==> src/sv/npc_pkg.sv <==
// Shared types, constants and helpers for the near-plane triangle clipper.
// No dependencies; the top level, datapath and sequencer import this package.
package npc_pkg;

    localparam int DEF_FRAC_BITS = 16;
    localparam int DEPTH_FRAC    = 24;
    localparam int EPS_W         = 17;

    // configuration register indexes
    localparam logic REG_NEAR_EPS   = 1'b0;
    localparam logic REG_DEPTH_BIAS = 1'b1;

    localparam logic signed [31:0] I32_MAX = 32'sh7fffffff;
    localparam logic signed [31:0] I32_MIN = 32'sh80000000;

    typedef struct packed {
        logic signed [31:0] x;
        logic signed [31:0] y;
        logic signed [31:0] z;
        logic signed [31:0] w;
        logic signed [31:0] u;
        logic signed [31:0] v;
        logic [31:0]        c;
    } vertex_t;

    typedef enum logic [2:0] {
        COMP_X = 3'd0,
        COMP_Y = 3'd1,
        COMP_W = 3'd2,
        COMP_U = 3'd3,
        COMP_V = 3'd4
    } comp_t;

    typedef struct packed {
        logic       cut;
        logic [1:0] a;
        logic [1:0] b;
    } plan_t;

    typedef struct packed {
        logic       store_en;
        logic [1:0] store_slot;
        logic       rd_a;
        logic       rd_b;
        logic [1:0] rd_idx;
        logic       t_start;
        logic       mul_en;
        logic       add_en;
        comp_t      comp;
        logic       e_start;
        logic       out_load;
        logic       out_last;
    } npc_cmd_t;

    typedef struct packed {
        logic [2:0] mask;
        logic       t_done;
        logic       e_done;
        logic       out_free;
    } npc_stat_t;

    function automatic plan_t npc_cut(input logic [1:0] a, input logic [1:0] b);
        plan_t p;
        p.cut = 1'b1;
        p.a   = a;
        p.b   = b;
        return p;
    endfunction

    // What goes out at each slot for a given in-front mask: a stored vertex or an edge cut.
    function automatic plan_t npc_plan(input logic [2:0] mask, input logic [1:0] slot);
        plan_t p;
        p.cut = 1'b0;
        p.a   = slot;
        p.b   = slot;
        unique case ({mask, slot}) inside
            {3'd1, 2'd1}, {3'd5, 2'd1}, {3'd6, 2'd0}: p = npc_cut(2'd0, 2'd1);
            {3'd1, 2'd2}, {3'd3, 2'd2}, {3'd6, 2'd2}: p = npc_cut(2'd0, 2'd2);
            {3'd2, 2'd0}:                             p = npc_cut(2'd1, 2'd0);
            {3'd2, 2'd2}, {3'd3, 2'd3}, {3'd5, 2'd3}: p = npc_cut(2'd1, 2'd2);
            {3'd4, 2'd0}:                             p = npc_cut(2'd2, 2'd0);
            {3'd4, 2'd1}:                             p = npc_cut(2'd2, 2'd1);
            {3'd6, 2'd3}:
            begin
                p.a = 2'd2;
                p.b = 2'd2;
            end
            default: ;
        endcase
        return p;
    endfunction

    // last slot: quads for two vertices in front
    function automatic logic [1:0] npc_last(input logic [2:0] mask);
        return (mask == 3'd3 || mask == 3'd5 || mask == 3'd6) ? 2'd3 : 2'd2;
    endfunction

    // signed result from magnitude quotient, saturated
    function automatic logic signed [31:0] npc_sat_quo(input logic [32:0] q, input logic ovf,
                                                       input logic neg);
        logic signed [31:0] r;
        if (neg)
        begin
            if (ovf || q > 33'h080000000)
                r = I32_MIN;
            else
                r = -$signed(q[31:0]);
        end
        else
        begin
            if (ovf || q > 33'h07fffffff)
                r = I32_MAX;
            else
                r = $signed(q[31:0]);
        end
        return r;
    endfunction

    function automatic logic signed [31:0] npc_sat33(input logic signed [32:0] s);
        logic signed [31:0] r;
        if (s[32] != s[31])
            r = s[32] ? I32_MIN : I32_MAX;
        else
            r = s[31:0];
        return r;
    endfunction

endpackage

==> src/sv/npc_ctrl.sv <==
// Clipper sequencer: vertex grouping, per-slot plan, divider and interpolation steps.
// Depends on npc_pkg.
module npc_ctrl (
    input  logic                clk,
    input  logic                rst_n,
    input  logic                vert_valid,
    output logic                vert_ready,
    input  npc_pkg::npc_stat_t  stat,
    output npc_pkg::npc_cmd_t   cmd
);

    import npc_pkg::*;

    typedef enum logic [10:0] {
        ST_IDLE   = 11'b00000000001,
        ST_CLASS  = 11'b00000000010,
        ST_LOAD_A = 11'b00000000100,
        ST_LOAD_B = 11'b00000001000,
        ST_TSTART = 11'b00000010000,
        ST_TDIV   = 11'b00000100000,
        ST_LMUL   = 11'b00001000000,
        ST_LADD   = 11'b00010000000,
        ST_ESTART = 11'b00100000000,
        ST_EDIV   = 11'b01000000000,
        ST_OUT    = 11'b10000000000
    } state_t;

    state_t     state_reg, state_next;
    logic [1:0] phase_reg, phase_next;
    logic [1:0] slot_reg, slot_next;
    logic [2:0] mask_reg, mask_next;
    comp_t      comp_reg, comp_next;
    plan_t      plan;
    logic [1:0] last_slot;

    always_ff @(posedge clk or negedge rst_n)
    begin
        if (!rst_n)
        begin
            state_reg <= ST_IDLE;
            phase_reg <= '0;
            slot_reg  <= '0;
            mask_reg  <= '0;
            comp_reg  <= COMP_X;
        end
        else
        begin
            state_reg <= state_next;
            phase_reg <= phase_next;
            slot_reg  <= slot_next;
            mask_reg  <= mask_next;
            comp_reg  <= comp_next;
        end
    end

    always_comb
    begin
        plan      = npc_plan(mask_reg, slot_reg);
        last_slot = npc_last(mask_reg);

        state_next = state_reg;
        phase_next = phase_reg;
        slot_next  = slot_reg;
        mask_next  = mask_reg;
        comp_next  = comp_reg;
        vert_ready = 1'b0;

        cmd            = '0;
        cmd.comp       = comp_reg;
        cmd.store_slot = phase_reg[1] ? 2'd2 : phase_reg;
        cmd.rd_idx     = plan.a;
        cmd.out_last   = (slot_reg == last_slot);

        unique case (state_reg)
            ST_IDLE:
            begin
                vert_ready = 1'b1;
                if (vert_valid)
                begin
                    cmd.store_en = 1'b1;
                    if (phase_reg[1])
                    begin
                        phase_next = '0;
                        state_next = ST_CLASS;
                    end
                    else
                        phase_next = phase_reg + 2'd1;
                end
            end
            ST_CLASS:
            begin
                mask_next  = stat.mask;
                slot_next  = '0;
                state_next = (stat.mask == '0) ? ST_IDLE : ST_LOAD_A;
            end
            ST_LOAD_A:
            begin
                cmd.rd_a   = 1'b1;
                state_next = plan.cut ? ST_LOAD_B : ST_ESTART;
            end
            ST_LOAD_B:
            begin
                cmd.rd_b   = 1'b1;
                cmd.rd_idx = plan.b;
                state_next = ST_TSTART;
            end
            ST_TSTART:
            begin
                cmd.t_start = 1'b1;
                state_next  = ST_TDIV;
            end
            ST_TDIV:
            begin
                if (stat.t_done)
                begin
                    comp_next  = COMP_X;
                    state_next = ST_LMUL;
                end
            end
            ST_LMUL:
            begin
                cmd.mul_en = 1'b1;
                state_next = ST_LADD;
            end
            ST_LADD:
            begin
                cmd.add_en = 1'b1;
                if (comp_reg == COMP_V)
                    state_next = ST_ESTART;
                else
                begin
                    comp_next  = comp_t'(3'(comp_reg) + 3'd1);
                    state_next = ST_LMUL;
                end
            end
            ST_ESTART:
            begin
                cmd.e_start = 1'b1;
                state_next  = ST_EDIV;
            end
            ST_EDIV:
            begin
                if (stat.e_done)
                    state_next = ST_OUT;
            end
            ST_OUT:
            begin
                if (stat.out_free)
                begin
                    cmd.out_load = 1'b1;
                    if (slot_reg == last_slot)
                        state_next = ST_IDLE;
                    else
                    begin
                        slot_next  = slot_reg + 2'd1;
                        state_next = ST_LOAD_A;
                    end
                end
            end
            default: state_next = ST_IDLE;
        endcase
    end

endmodule

==> config.mk <==
export PLATFORM = sky130hd
export DESIGN_NAME = npc_ctrl
export DESIGN_NICKNAME = d
export VERILOG_FILES = /design/src/sv/npc_pkg.sv /design/src/sv/npc_ctrl.sv
export SDC_FILE = /design/constraint.sdc
export NUM_CORES = 1
export LEC_CHECK = 0
export ABC_AREA = 1
export BUFFER_PORTS_ARGS = -buffer_cell sky130_fd_sc_hd__clkbuf_2
export CAP_MARGIN = 20
export CORE_MARGIN = 2
export CORE_UTILIZATION = 42
export CTS_BUF_LIST = sky130_fd_sc_hd__clkbuf_8
export DETAILED_ROUTE_END_ITERATION = 8
export SYNTH_ARGS = -nofsm -noshare
export SYNTH_HDL_FRONTEND = slang
export SYNTH_SLANG_ARGS = --single-unit
==> constraint.sdc <==
create_clock -name clk -period 1.7 [get_ports clk]
set_input_delay 0.085 -clock clk [delete_from_list [all_inputs] [get_ports clk]]
set_output_delay 0.085 -clock clk [all_outputs]
set_load 0.02 [all_outputs]
# == Word-level counts from Yosys, hierarchy flattened ==
# Index checks and enable logic that the tools add are counted.
# totals
register_bits,21
latchBits,0
ram_bits,0
romBits,0
elab_cells,89
memories,0
# classes
addsub,3
n_mul,0
div,0
magnitude_cmp,0
eq_ne,36
shifts,0
muxes,32
bitwise,0
reduce_logical,13
# op_table
cell,count
11-bit one-hot mux with 11 select lines,1
11-bit two-way mux,5
5-bit equality test (second input constant),7
4-bit one-hot mux with 7 select lines,1
5-bit by 4-bit equality test with 1-bit output (second input constant),4
9-bit two-way mux,2
3-bit two-way mux,5
2-bit inequality test (second input constant),7
1-bit two-way mux,12
12-bit OR reduction,1
11-bit by 1-bit equality test with 1-bit output (second input constant),1
11-bit by 10-bit equality test with 1-bit output (second input constant),1
11-bit equality test (second input constant),1
11-bit by 2-bit equality test with 1-bit output (second input constant),1
11-bit by 3-bit equality test with 1-bit output (second input constant),1
11-bit by 4-bit equality test with 1-bit output (second input constant),1
11-bit by 5-bit equality test with 1-bit output (second input constant),1
11-bit by 6-bit equality test with 1-bit output (second input constant),1
11-bit by 7-bit equality test with 1-bit output (second input constant),1
11-bit by 8-bit equality test with 1-bit output (second input constant),1
11-bit by 9-bit equality test with 1-bit output (second input constant),1
5-bit by 3-bit equality test with 1-bit output (second input constant),2
3-bit equality test (second input constant),3
3-bit OR reduction,3
other kinds (13),20

# == Logic depth before layout (Yosys ltp) ==
# Gate-level depths: netlist (run 1).
# logic_depth
depth_word,8
depth_mapped,11
depth_no_buf,11

# == Worst setup path after synthesis (run 1) ==
# Ideal clock, no wire load.
# synth_path
path_kind,register to output
from,register state_reg[8]
to,output cmd[9] (netlist bit)
arrival_time_ps,1415
required_time_ps,1615
setup_slack_ps,200
path_stages_with_launch,9
path_buffers,0
cell_sequence,dfrtp_1 > nor2_2 > nand2_2 > nor2_4 > nand2_1 > inv_1 > o2111ai_1 > o21ai_0 > nand2_1
# synth_lines
item,line,rtl
"start, declared",npc_ctrl.sv:28,"state_t state_reg, state_next;"
"start signal, assigned",npc_ctrl.sv:48,state_reg <= state_next;
"end, declared",npc_ctrl.sv:9,output npc_pkg::npc_cmd_t cmd

==> flow_summary.toml, run 1 <==
[global_routing]
grt_max_degree = 22
gr-usage-all-layers = 0.1924
grt_pass1_vias = 1470
antenna_found_initial = 0
gr-total-overflow = 0
grt_pass1_wl_microns = 6258

[synth]
synth_area_sq_mm = 0.001485
synth_seq_cells = 21
synth.distinct_cells = 24
synth-seq-area-share = 0.3547
postSynthCellCount = 218
syn_nets = 233
yosys_warnings = 0
syn_area_per_cell_sq_um = 6.813

[critical_path]
critPathMaxStageDelay_ns = 0.44
path_cells = "inv_1, nand2_2, inv_4, nand2_4, a21oi_4, nor2_4, buf_4, nor2_2, nor2_1, nand2_1, clkbuf_8"
crit_arrival_ns = 1.68
r2r_slack_ns = 0.08
timing.rr.start = "slot_reg[0]"
cp_max_fo = 5
path_class = "reg2out"
critical_path_required_ns = 1.62
start_kind = "flop"
end_kind = "output pin"
worst_path_max_delay_cell = "dfrtp_1"
crit_start = "mask_reg[0]"

[routing]
ant_nets = 0
wl_per_cell_microns = 10.99
dr.pass1.iters = 5
wl_microns = 3473
wl_met3_microns = 102
routed.top_layer = "met4"
wl_met1_microns = 1611
vias = 1510
drc_errors = 0
drt_first_iter_violations = 60
routed-wl-met2_microns = 1712
viasPerCell = 4.778

[place]
dpl-instance-area_sq_mm = 0.001683
dp_hpwl_microns = 2505
placed_cells = 291
routabilityCongestion = 0.8115
io_buffers = 25

[pwr]
ir_drop_mv = 0.7246
power_w = 0.002480
switchingPower_w = 0.001099
power-per-cell-area_mw_per_mm2 = 1200
combPwrFrac = 0.589
clkPwrFrac = 0.130
p_sw_frac = 0.4434
seqPwrFrac = 0.281
leakage_nw = 1.157
p_int_w = 0.001380

[sta]
fin_ws_ns = -0.06902
finClkSkew_ns = 0.003946
maxSlewViolCount = 0
max_freq_mhz = 565.3
slew-limit-headroom = 0.6395
rsz0062_at_grt = "true"
hold_viol = 0
worstMarginPinSlew_ns = 0.5408
setup_viol = 3
fin_crit_ns = 1.769
period_share = 1.041

[job]
drv_cap = 0

[cts]
cts_buffers = 3
cts_sinks = 21
clockBufferDepth = 2
tritoncts = "yes"
clk_latency_ns = 0.26
h-tree-depth = 1
clk_pin_slew_ns = 0.08
cts_root_buf = "clkbuf_8"

[floorplanning]
die_h_microns = 63.47
core_sq_mm = 0.003363
design.die.area_sq_mm = 0.004028
num_rows = 21
die_w_microns = 63.47
floorplan.initialDensity = 0.4416
io_pins = 26

[final_layout]
fin_cells = 316
final_nets = 286
antennaDiodeCount = 0
largest_register_ff_count = 11
fin_util = 0.6146
syn2layout_area_growth_pct = 39.17
drive_gt1_frac = 0.3889
stdcell_area_sq_mm = 0.002067

[status]
violations = "setup timing"
status = "finished with violations"

[worst_hold_path]
hp-start = "stat[1]"
hold_path_class = "in2reg"
==> per-layer routing <==
layer / vias to the layer above / global-route usage
met5: - / 0
met4: 0 / 0.06793
met3: 6 / 0.02321
met2: 30 / 0.3342
met1: 695 / 0.2449
li1: 779 / -
==> layout by cell type (no fill, tap or decap), types with 3 or more instances in the layout <==
master    netlist  layout
buf_4           1      23
nand2_1        55      50
dfrtp_1        20      18
nand3_2         2       3
buf_6           0       3
inv_2           4       8
ha_4            0       3
nor3_1          6       4
clkbuf_8        0       5
nor2_2          7       7
clkbuf_2        0      19
nand2_2         8      12
o21ai_1         6       5
nand3_1        17      16
nor2_4          3       6
o21ai_0        11      10
nor2_1         20      17
inv_1          42      37
==> worst max-delay path: cells and delay by family, from the launching register on <==
family	cells	cell delay, ns
DFF	1	0.44
AOI/OAI and AO/OA	1	0.16
buffers and inverters	4	0.45
and+or+nand+nor	6	0.38
==> synth_stat cells (all sizes together) <==
cell | instances | area share
a21oi | 2 | 0.0067
buf | 1 | 0.0051
dfrtp | 20 | 0.34
dfstp | 1 | 0.018
ha | 6 | 0.051
inv | 46 | 0.12
mux2i | 1 | 0.0067
nand2 | 64 | 0.18
nand3 | 19 | 0.071
nand4 | 1 | 0.0084
nor2 | 30 | 0.10
nor3 | 6 | 0.020
nor4 | 1 | 0.0042
o2111ai | 1 | 0.0059
o21ai | 17 | 0.057
o22ai | 1 | 0.0042
xor2 | 1 | 0.0059
==> power groups by stage <==
| stage | Combinational, W | Clock (W) | Sequential (W) |
|---|---|---|---|
| final | 0.00146 | 0.000321 | 0.000698 |
| after global routing | 0.00164 | 0.000354 | 0.000713 |
| after CTS | 0.00135 | 0.000335 | 0.000690 |
| after detailed placement | 0.00111 | 0 | 0.000706 |
| after global placement | 0.00111 | 0 | 0.000706 |
| after floorplan | 0.000820 | 0 | 0.000707 |
==> repair_timing <==
item | 4_1_cts | 5_1_grt
resized for setup | 29 | 24
endpoints found under the setup margin | 2 | 13
endpoints found under the hold margin | 20 | 0
hold buffers | 1 | 0
setup buffers | 14 | 6
pin swaps | 9 | 3
==> worst paths after layout <==
path                                 to  cells after the start
hold / removal             state_reg[9]                      2
max in group asynchronous   slot_reg[1]                      2
setup reg to reg           state_reg[3]                     11
setup / recovery                cmd[10]                     11
hold reg to reg            state_reg[0]                      2
min in group asynchronous  state_reg[9]                      2
==> metrics by stage <==
step / setup slack (ns) / setup TNS [ns] / hold slack (ns)
5_1_grt: -0.1932 / -0.6414 / 0.06051
3_3_place_gp: 0.07599 / 0 / 0.09570
4_1_cts: -0.05520 / -0.1444 / 0.04042
3_5_place_dp: 0.05012 / 0 / 0.09633
6_report: -0.06902 / -0.1864 / 0.04936
2_1_floorplan: 0.2005 / 0 / -0.2106
==> kinds of logic after synthesis <==
family	share of synthesized area
multiplexers	0.006740
AND/OR/NAND/NOR	0.3867
AO/OA/AOI/OAI	0.07414
XOR/XNOR	0.005898
flip-flops	0.3547
adder cells (fa/ha/maj)	0.05055
buffers and inverters	0.1213
==> layout make-up <==
type | count | area, sq um
clock buffer | 3 | 41.29
clock inverter | 1 | 3.754
fill | 334 | 1296
inverter | 46 | 177.7
multi-input combinational | 150 | 898.4
sequential | 21 | 529.3
tap | 46 | 57.56
timing repair buffer | 49 | 359.1
Note: power is estimated with default switching activity, not from simulation.
==> run 2, diff against run 1 <==
--- a/config.mk
+++ b/config.mk
@@ -12,6 +12,7 @@
 export CORE_UTILIZATION = 42
 export CTS_BUF_LIST = sky130_fd_sc_hd__clkbuf_8
 export DETAILED_ROUTE_END_ITERATION = 8
+export PLACE_DENSITY = 0.65
 export SYNTH_ARGS = -nofsm -noshare
 export SYNTH_HDL_FRONTEND = slang
 export SYNTH_SLANG_ARGS = --single-unit
==> constraint.sdc (replaced) <==
create_clock -name clk -period 1.4 [get_ports clk]
set_input_delay 0.07 -clock clk [delete_from_list [all_inputs] [get_ports clk]]
set_output_delay 0.07 -clock clk [all_outputs]
set_load 0.02 [all_outputs]
==> run 2 against run 1 <==
Largest cell class unchanged. Via count grew 35%. Global-route usage up 6.0 points. Cell count increased by 17%. Clock skew hardly changed. Design area is 46% higher. Non-clock buffer count grew 53. The flow still finishes with violations (setup timing). Critical endpoint is now cmd[9]. Largest power group unchanged. Routed wire length up 100%. Register-to-register slack worse by 0.43 ns.
==> flow_summary.toml, run 2 (synthesized netlist as in run 1, its figures left out) <==
[status]
status = "finished with violations"
violations = "setup timing"

[routing]
drc_errors = 0
wl_microns = 7018
wl_per_cell_microns = 19.02
drt_first_iter_violations = 325
vias = 2041
viasPerCell = 5.531
ant_nets = 0
dr.pass1.iters = 5

[global_routing]
grt_pass1_vias = 1815
gr-total-overflow = 0
grt_max_degree = 22
antenna_found_initial = 0
gr-usage-all-layers = 0.2527
grt_pass1_wl_microns = 8017

[pwr]
p_int_w = 0.002380
power-per-cell-area_mw_per_mm2 = 1507
clkPwrFrac = 0.094
seqPwrFrac = 0.196
p_sw_frac = 0.4778
ir_drop_mv = 1.270
combPwrFrac = 0.710
leakage_nw = 1.491
switchingPower_w = 0.002177

[critical_path]
crit_arrival_ns = 1.80
cp_max_fo = 4
end_kind = "output pin"
critical_path_required_ns = 1.33
start_kind = "flop"
path_class = "reg2out"

[final_layout]
final_nets = 339
fillers = 157
antennaDiodeCount = 0
drive_gt1_frac = 0.7028
stdcell_area_sq_mm = 0.003024
largest_register_ff_count = 11
most-common-layout-cells = "buf_4 (50), nand2_2 (29), buf_6 (26)"
fin_cells = 369
syn2layout_area_growth_pct = 103.6
fin_util = 0.8992
layout_commonest_cell = "buf_4"

[floorplanning]
floorplan.initialDensity = 0.4416
core_sq_mm = 0.003363
design.die.area_sq_mm = 0.004028
num_rows = 21
io_pins = 26
die_h_microns = 63.47
die_w_microns = 63.47

[worst_hold_path]
hold_path_class = "in2reg"

[sta]
rsz0062_at_grt = "true"
period_share = 1.334
setup_viol = 31
worstMarginPinSlew_ns = 0.6046
maxSlewViolCount = 0
fin_ws_ns = -0.4677
finClkSkew_ns = 0.004156
hold_viol = 0
fin_crit_ns = 1.868
slew-limit-headroom = 0.5938
max_freq_mhz = 535.4

[place]
dpl-instance-area_sq_mm = 0.001956
post-place-ws_ns = -0.1287
placed_cells = 326
routabilityCongestion = 0.8585
dp_hpwl_microns = 2723
io_buffers = 25

[cts]
clk_latency_ns = 0.27
cts_root_buf = "clkbuf_8"
h-tree-depth = 1
cts_buffers = 3
clockBufferDepth = 2
cts_sinks = 21
tritoncts = "yes"
clk_pin_slew_ns = 0.09

[job]
drv_cap = 0
## run 2: cell types whose count changed in the layout (fill, tap and decap cells not counted), sizes merged
cell and change:
inv -1, clkbuf -7, clkinv +1, buf +60
## run 2: power groups by stage
stage | sequential, W | combinational (W) | clock (W)
6_report | 0.000892 | 0.00324 | 0.000429
5_1_grt | 0.000902 | 0.00338 | 0.000456
4_1_cts | 0.000850 | 0.00225 | 0.000406
3_5_place_dp | 0.000852 | 0.00163 | 0
3_3_place_gp | 0.000846 | 0.00164 | 0
2_1_floorplan | 0.000858 | 0.00101 | 0
## run 2: layout make-up
| type | instances | area [sq um] | share of cell area |
|---|---|---|---|
| clock buffer | 3 | 41.29 | 0.01365 |
| tap | 46 | 57.56 | 0.01903 |
| timing repair buffer | 102 | 922.1 | 0.3049 |
| multi-input combinational | 150 | 1269 | 0.4195 |
| clock inverter | 1 | 5.005 | 0.001655 |
| inverter | 46 | 195.2 | 0.06454 |
| sequential | 21 | 534.3 | 0.1767 |
## run 2: path summary, 6_finish.rpt
path / slack (ns) / endpoint / from / cells past startpoint
max reg2reg: -0.35 / state_reg[8] / mask_reg[0] / 9
max: -0.47 / cmd[9] / slot_reg[0] / 9
min: 0.03 / state_reg[9] / stat[1] / 2
min in group asynchronous: 0.32 / comp_reg[1] / rst_n / 2
max in group asynchronous: 0.68 / mask_reg[1] / rst_n / 2
min reg2reg: 0.54 / phase_reg[0] / phase_reg[0] / 3
## run 2: timing repair
action,4_1_cts,5_1_grt
endpoints found under the setup margin,24,31
setup buffers,24,20
cloned,0,0
pin swaps,31,32
resized for setup,105,109
hold buffers,1,0
endpoints found under the hold margin,20,0
## run 2: stage by stage
stage / total power (W) / TNS, ns / hold WS (ns)
2_1_floorplan: 0.001864 / -0.01246 / -0.2256
3_3_place_gp: 0.002485 / -0.3212 / 0.06633
3_5_place_dp: 0.002486 / -0.5160 / 0.07379
4_1_cts: 0.003506 / -3.751 / 0.006179
5_1_grt: 0.004736 / -8.555 / 0.03536
6_report: 0.004557 / -7.042 / 0.02711
## run 2: critical path, cell delays in order (launching register included)
cell and delay [ns]:
dfrtp_2 0.47, inv_4 0.11, ha_4 0.16, inv_1 0.05
nor2_1 0.16, inv_2 0.08, o21ai_2 0.15, o21ai_1 0.12
nand2_2 0.12, buf_8 0.11
## run 2: metal layers
layer / wire length [microns] / GRT usage
met5: 0 / 0
met4: 315 / 0.08424
met3: 633 / 0.03750
met2: 3233 / 0.4250
met1: 2835 / 0.3322
==> run 3, diff against run 2 <==
--- a/config.mk
+++ b/config.mk
@@ -12,7 +12,7 @@
 export CORE_UTILIZATION = 42
 export CTS_BUF_LIST = sky130_fd_sc_hd__clkbuf_8
 export DETAILED_ROUTE_END_ITERATION = 8
-export PLACE_DENSITY = 0.65
+export PLACE_DENSITY = 0.64
 export SYNTH_ARGS = -nofsm -noshare
 export SYNTH_HDL_FRONTEND = slang
 export SYNTH_SLANG_ARGS = --single-unit
==> constraint.sdc (replaced) <==
create_clock -name clk -period 1.4 [get_ports clk]
set_input_delay 0.14 -clock clk [delete_from_list [all_inputs] [get_ports clk]]
set_output_delay 0.14 -clock clk [all_outputs]
set_load 0.02 [all_outputs]
==> run 3 against run 2 <==
Utilization fell by 3.5 points. Highest routed layer unchanged. Setup slack worse by 0.085 ns. Total power fell by 4.7%. Clock power decreased by 6.3%. Register-to-register slack worse by 0.05 ns. Clock skew grew 0.0023 ns. Critical endpoint unchanged. Worst hold slack improved by 0.083 ns. Combinational power fell by 5%. Sequential share of layout area is 0.59 points higher. Global-route usage decreased by 0.57 points. Largest power group unchanged. Via count is 6.9% lower. The flow still finishes with violations (setup timing). Largest cell class unchanged. Maximum frequency decreased by 4.3%.
==> flow_summary.toml, run 3 (synthesized netlist as in run 1, its figures left out) <==
[critical_path]
end_kind = "output pin"
critPathMaxStageDelay_ns = 0.43
cp_max_fo = 4
path_class = "reg2out"
start_kind = "flop"
cp_top_family = "simple AND/OR/NAND/NOR gates"
path_buf_inv = 2
path_cells = "inv_2, ha_4, nand3_2, nand2_4, nor2_4, nand4_4, nor2_4, nand2_2, nand2_2, buf_8"
worst_path_max_delay_cell = "dfrtp_1"
crit_arrival_ns = 1.81
critical_path_required_ns = 1.26

[worst_hold_path]
hold_path_class = "in2reg"

[status]
status = "finished with violations"
violations = "setup timing"

[final_layout]
stdcell_area_sq_mm = 0.002907
final_nets = 331
fin_util = 0.8642
syn2layout_area_growth_pct = 95.70
most-common-layout-cells = "buf_4 (38), inv_1 (29), nand2_2 (29), buf_6 (29), nand2_1 (24)"
antennaDiodeCount = 0
layout_commonest_cell = "buf_4"
fillers = 173
largest_register_ff_count = 11
drive_gt1_frac = 0.6667

[sta]
worstMarginPinSlew_ns = 0.5250
finClkSkew_ns = 0.006426
fin_crit_ns = 1.952
fin_ws_ns = -0.5524
rsz0062_at_grt = "true"
setup_viol = 31
hold_viol = 0
period_share = 1.395
max_freq_mhz = 512.2
slew-limit-headroom = 0.6500
maxSlewViolCount = 0

[place]
dp_hpwl_microns = 2728
routabilityCongestion = 1.006
io_buffers = 25
dpl-instance-area_sq_mm = 0.001986

[floorplanning]
core_sq_mm = 0.003363
num_rows = 21
floorplan.initialDensity = 0.4416
die_w_microns = 63.47
design.die.area_sq_mm = 0.004028
die_h_microns = 63.47
io_pins = 26

[cts]
tritoncts = "yes"
cts_buffers = 3
clk_pin_slew_ns = 0.08
h-tree-depth = 1
clk_latency_ns = 0.26
cts_sinks = 21
clockBufferDepth = 2
cts_root_buf = "clkbuf_8"

[routing]
ant_nets = 0
viasPerCell = 5.266
drc_errors = 0
drt_first_iter_violations = 150
wl_per_cell_microns = 17.09
wl_microns = 6171
vias = 1901
dr.pass1.iters = 4

[pwr]
leakage_nw = 1.499
ir_drop_mv = 1.014
power-per-cell-area_mw_per_mm2 = 1493

[global_routing]
antenna_found_initial = 0
gr-usage-all-layers = 0.2471
grt_pass1_wl_microns = 7721
grt_max_degree = 22
gr-total-overflow = 0
grt_pass1_vias = 1651

[job]
drv_cap = 0
[run 3: final timing paths]
kind	startpoint	to	slack, ns	depth (start not counted)
worst max-delay path	slot_reg[0]	cmd[9]	-0.55	10
worst min-delay path	stat[4]	mask_reg[1]	0.11	3
worst max register to register	state_reg[7]	state_reg[0]	-0.40	13
worst min register to register	phase_reg[0]	phase_reg[0]	0.54	3
max in group asynchronous	rst_n	mask_reg[0]	0.64	2
min in group asynchronous	rst_n	state_reg[10]	0.38	2
[run 3: routing by layer]
metal / track usage / share of wire / vias up
li1: - / - / 863
met5: 0 / 0 / -
met3: 0.03571 / 0.057 / 26
met4: 0.09511 / 0.042 / 0
met1: 0.3174 / 0.42 / 915
met2: 0.4184 / 0.48 / 97
[run 3: timing repair]
action	4_1_cts	5_1_grt
hold buffers	1	0
pin swaps	26	37
setup endpoints to repair	24	31
buffers inserted	19	18
gates resized for setup	83	100
hold endpoints to repair	20	0
[run 3: worst register-to-register path, delay by kind of cell (launching register included)]
kind                   cells  cell delay (ns)
and+or+nand+nor            7             0.70
buffers and inverters      5             0.56
DFF                        1             0.40
AOI/OAI and AO/OA          1             0.08
[run 3: layout make-up]
class | count | area [sq um] | area share
Clock inverter | 1 | 3.754 | 0.001291
Timing Repair Buffer | 94 | 885.9 | 0.3048
Multi-Input combinational cell | 150 | 1205 | 0.4146
Inverter | 46 | 182.7 | 0.06285
Sequential cell | 21 | 530.5 | 0.1825
Tap cell | 46 | 57.56 | 0.01980
Clock buffer | 3 | 41.29 | 0.01421
[run 3: metrics by stage]
stage	power, W	setup TNS, ns	hold slack, ns	worst slack [ns]	std cells
4_1_cts	0.003474	-3.625	0.08063	-0.4135	350
3_5_place_dp	0.002502	-0.6379	0.1456	-0.1871	326
5_1_grt	0.004548	-10.56	0.1156	-0.6332	361
6_report	0.004341	-8.527	0.1098	-0.5524	361
2_1_floorplan	0.001876	-0.05391	-0.1556	-0.02912	218
3_3_place_gp	0.002491	-0.4405	0.1439	-0.1506	326
[run 3: power by group]
part / total (W) / internal (W) / switching [W]
Sequential: 0.000873 / 0.000742 / 0.000131
Combinational: 0.00307 / 0.00142 / 0.00165
Clock: 0.000402 / 0.000196 / 0.000206
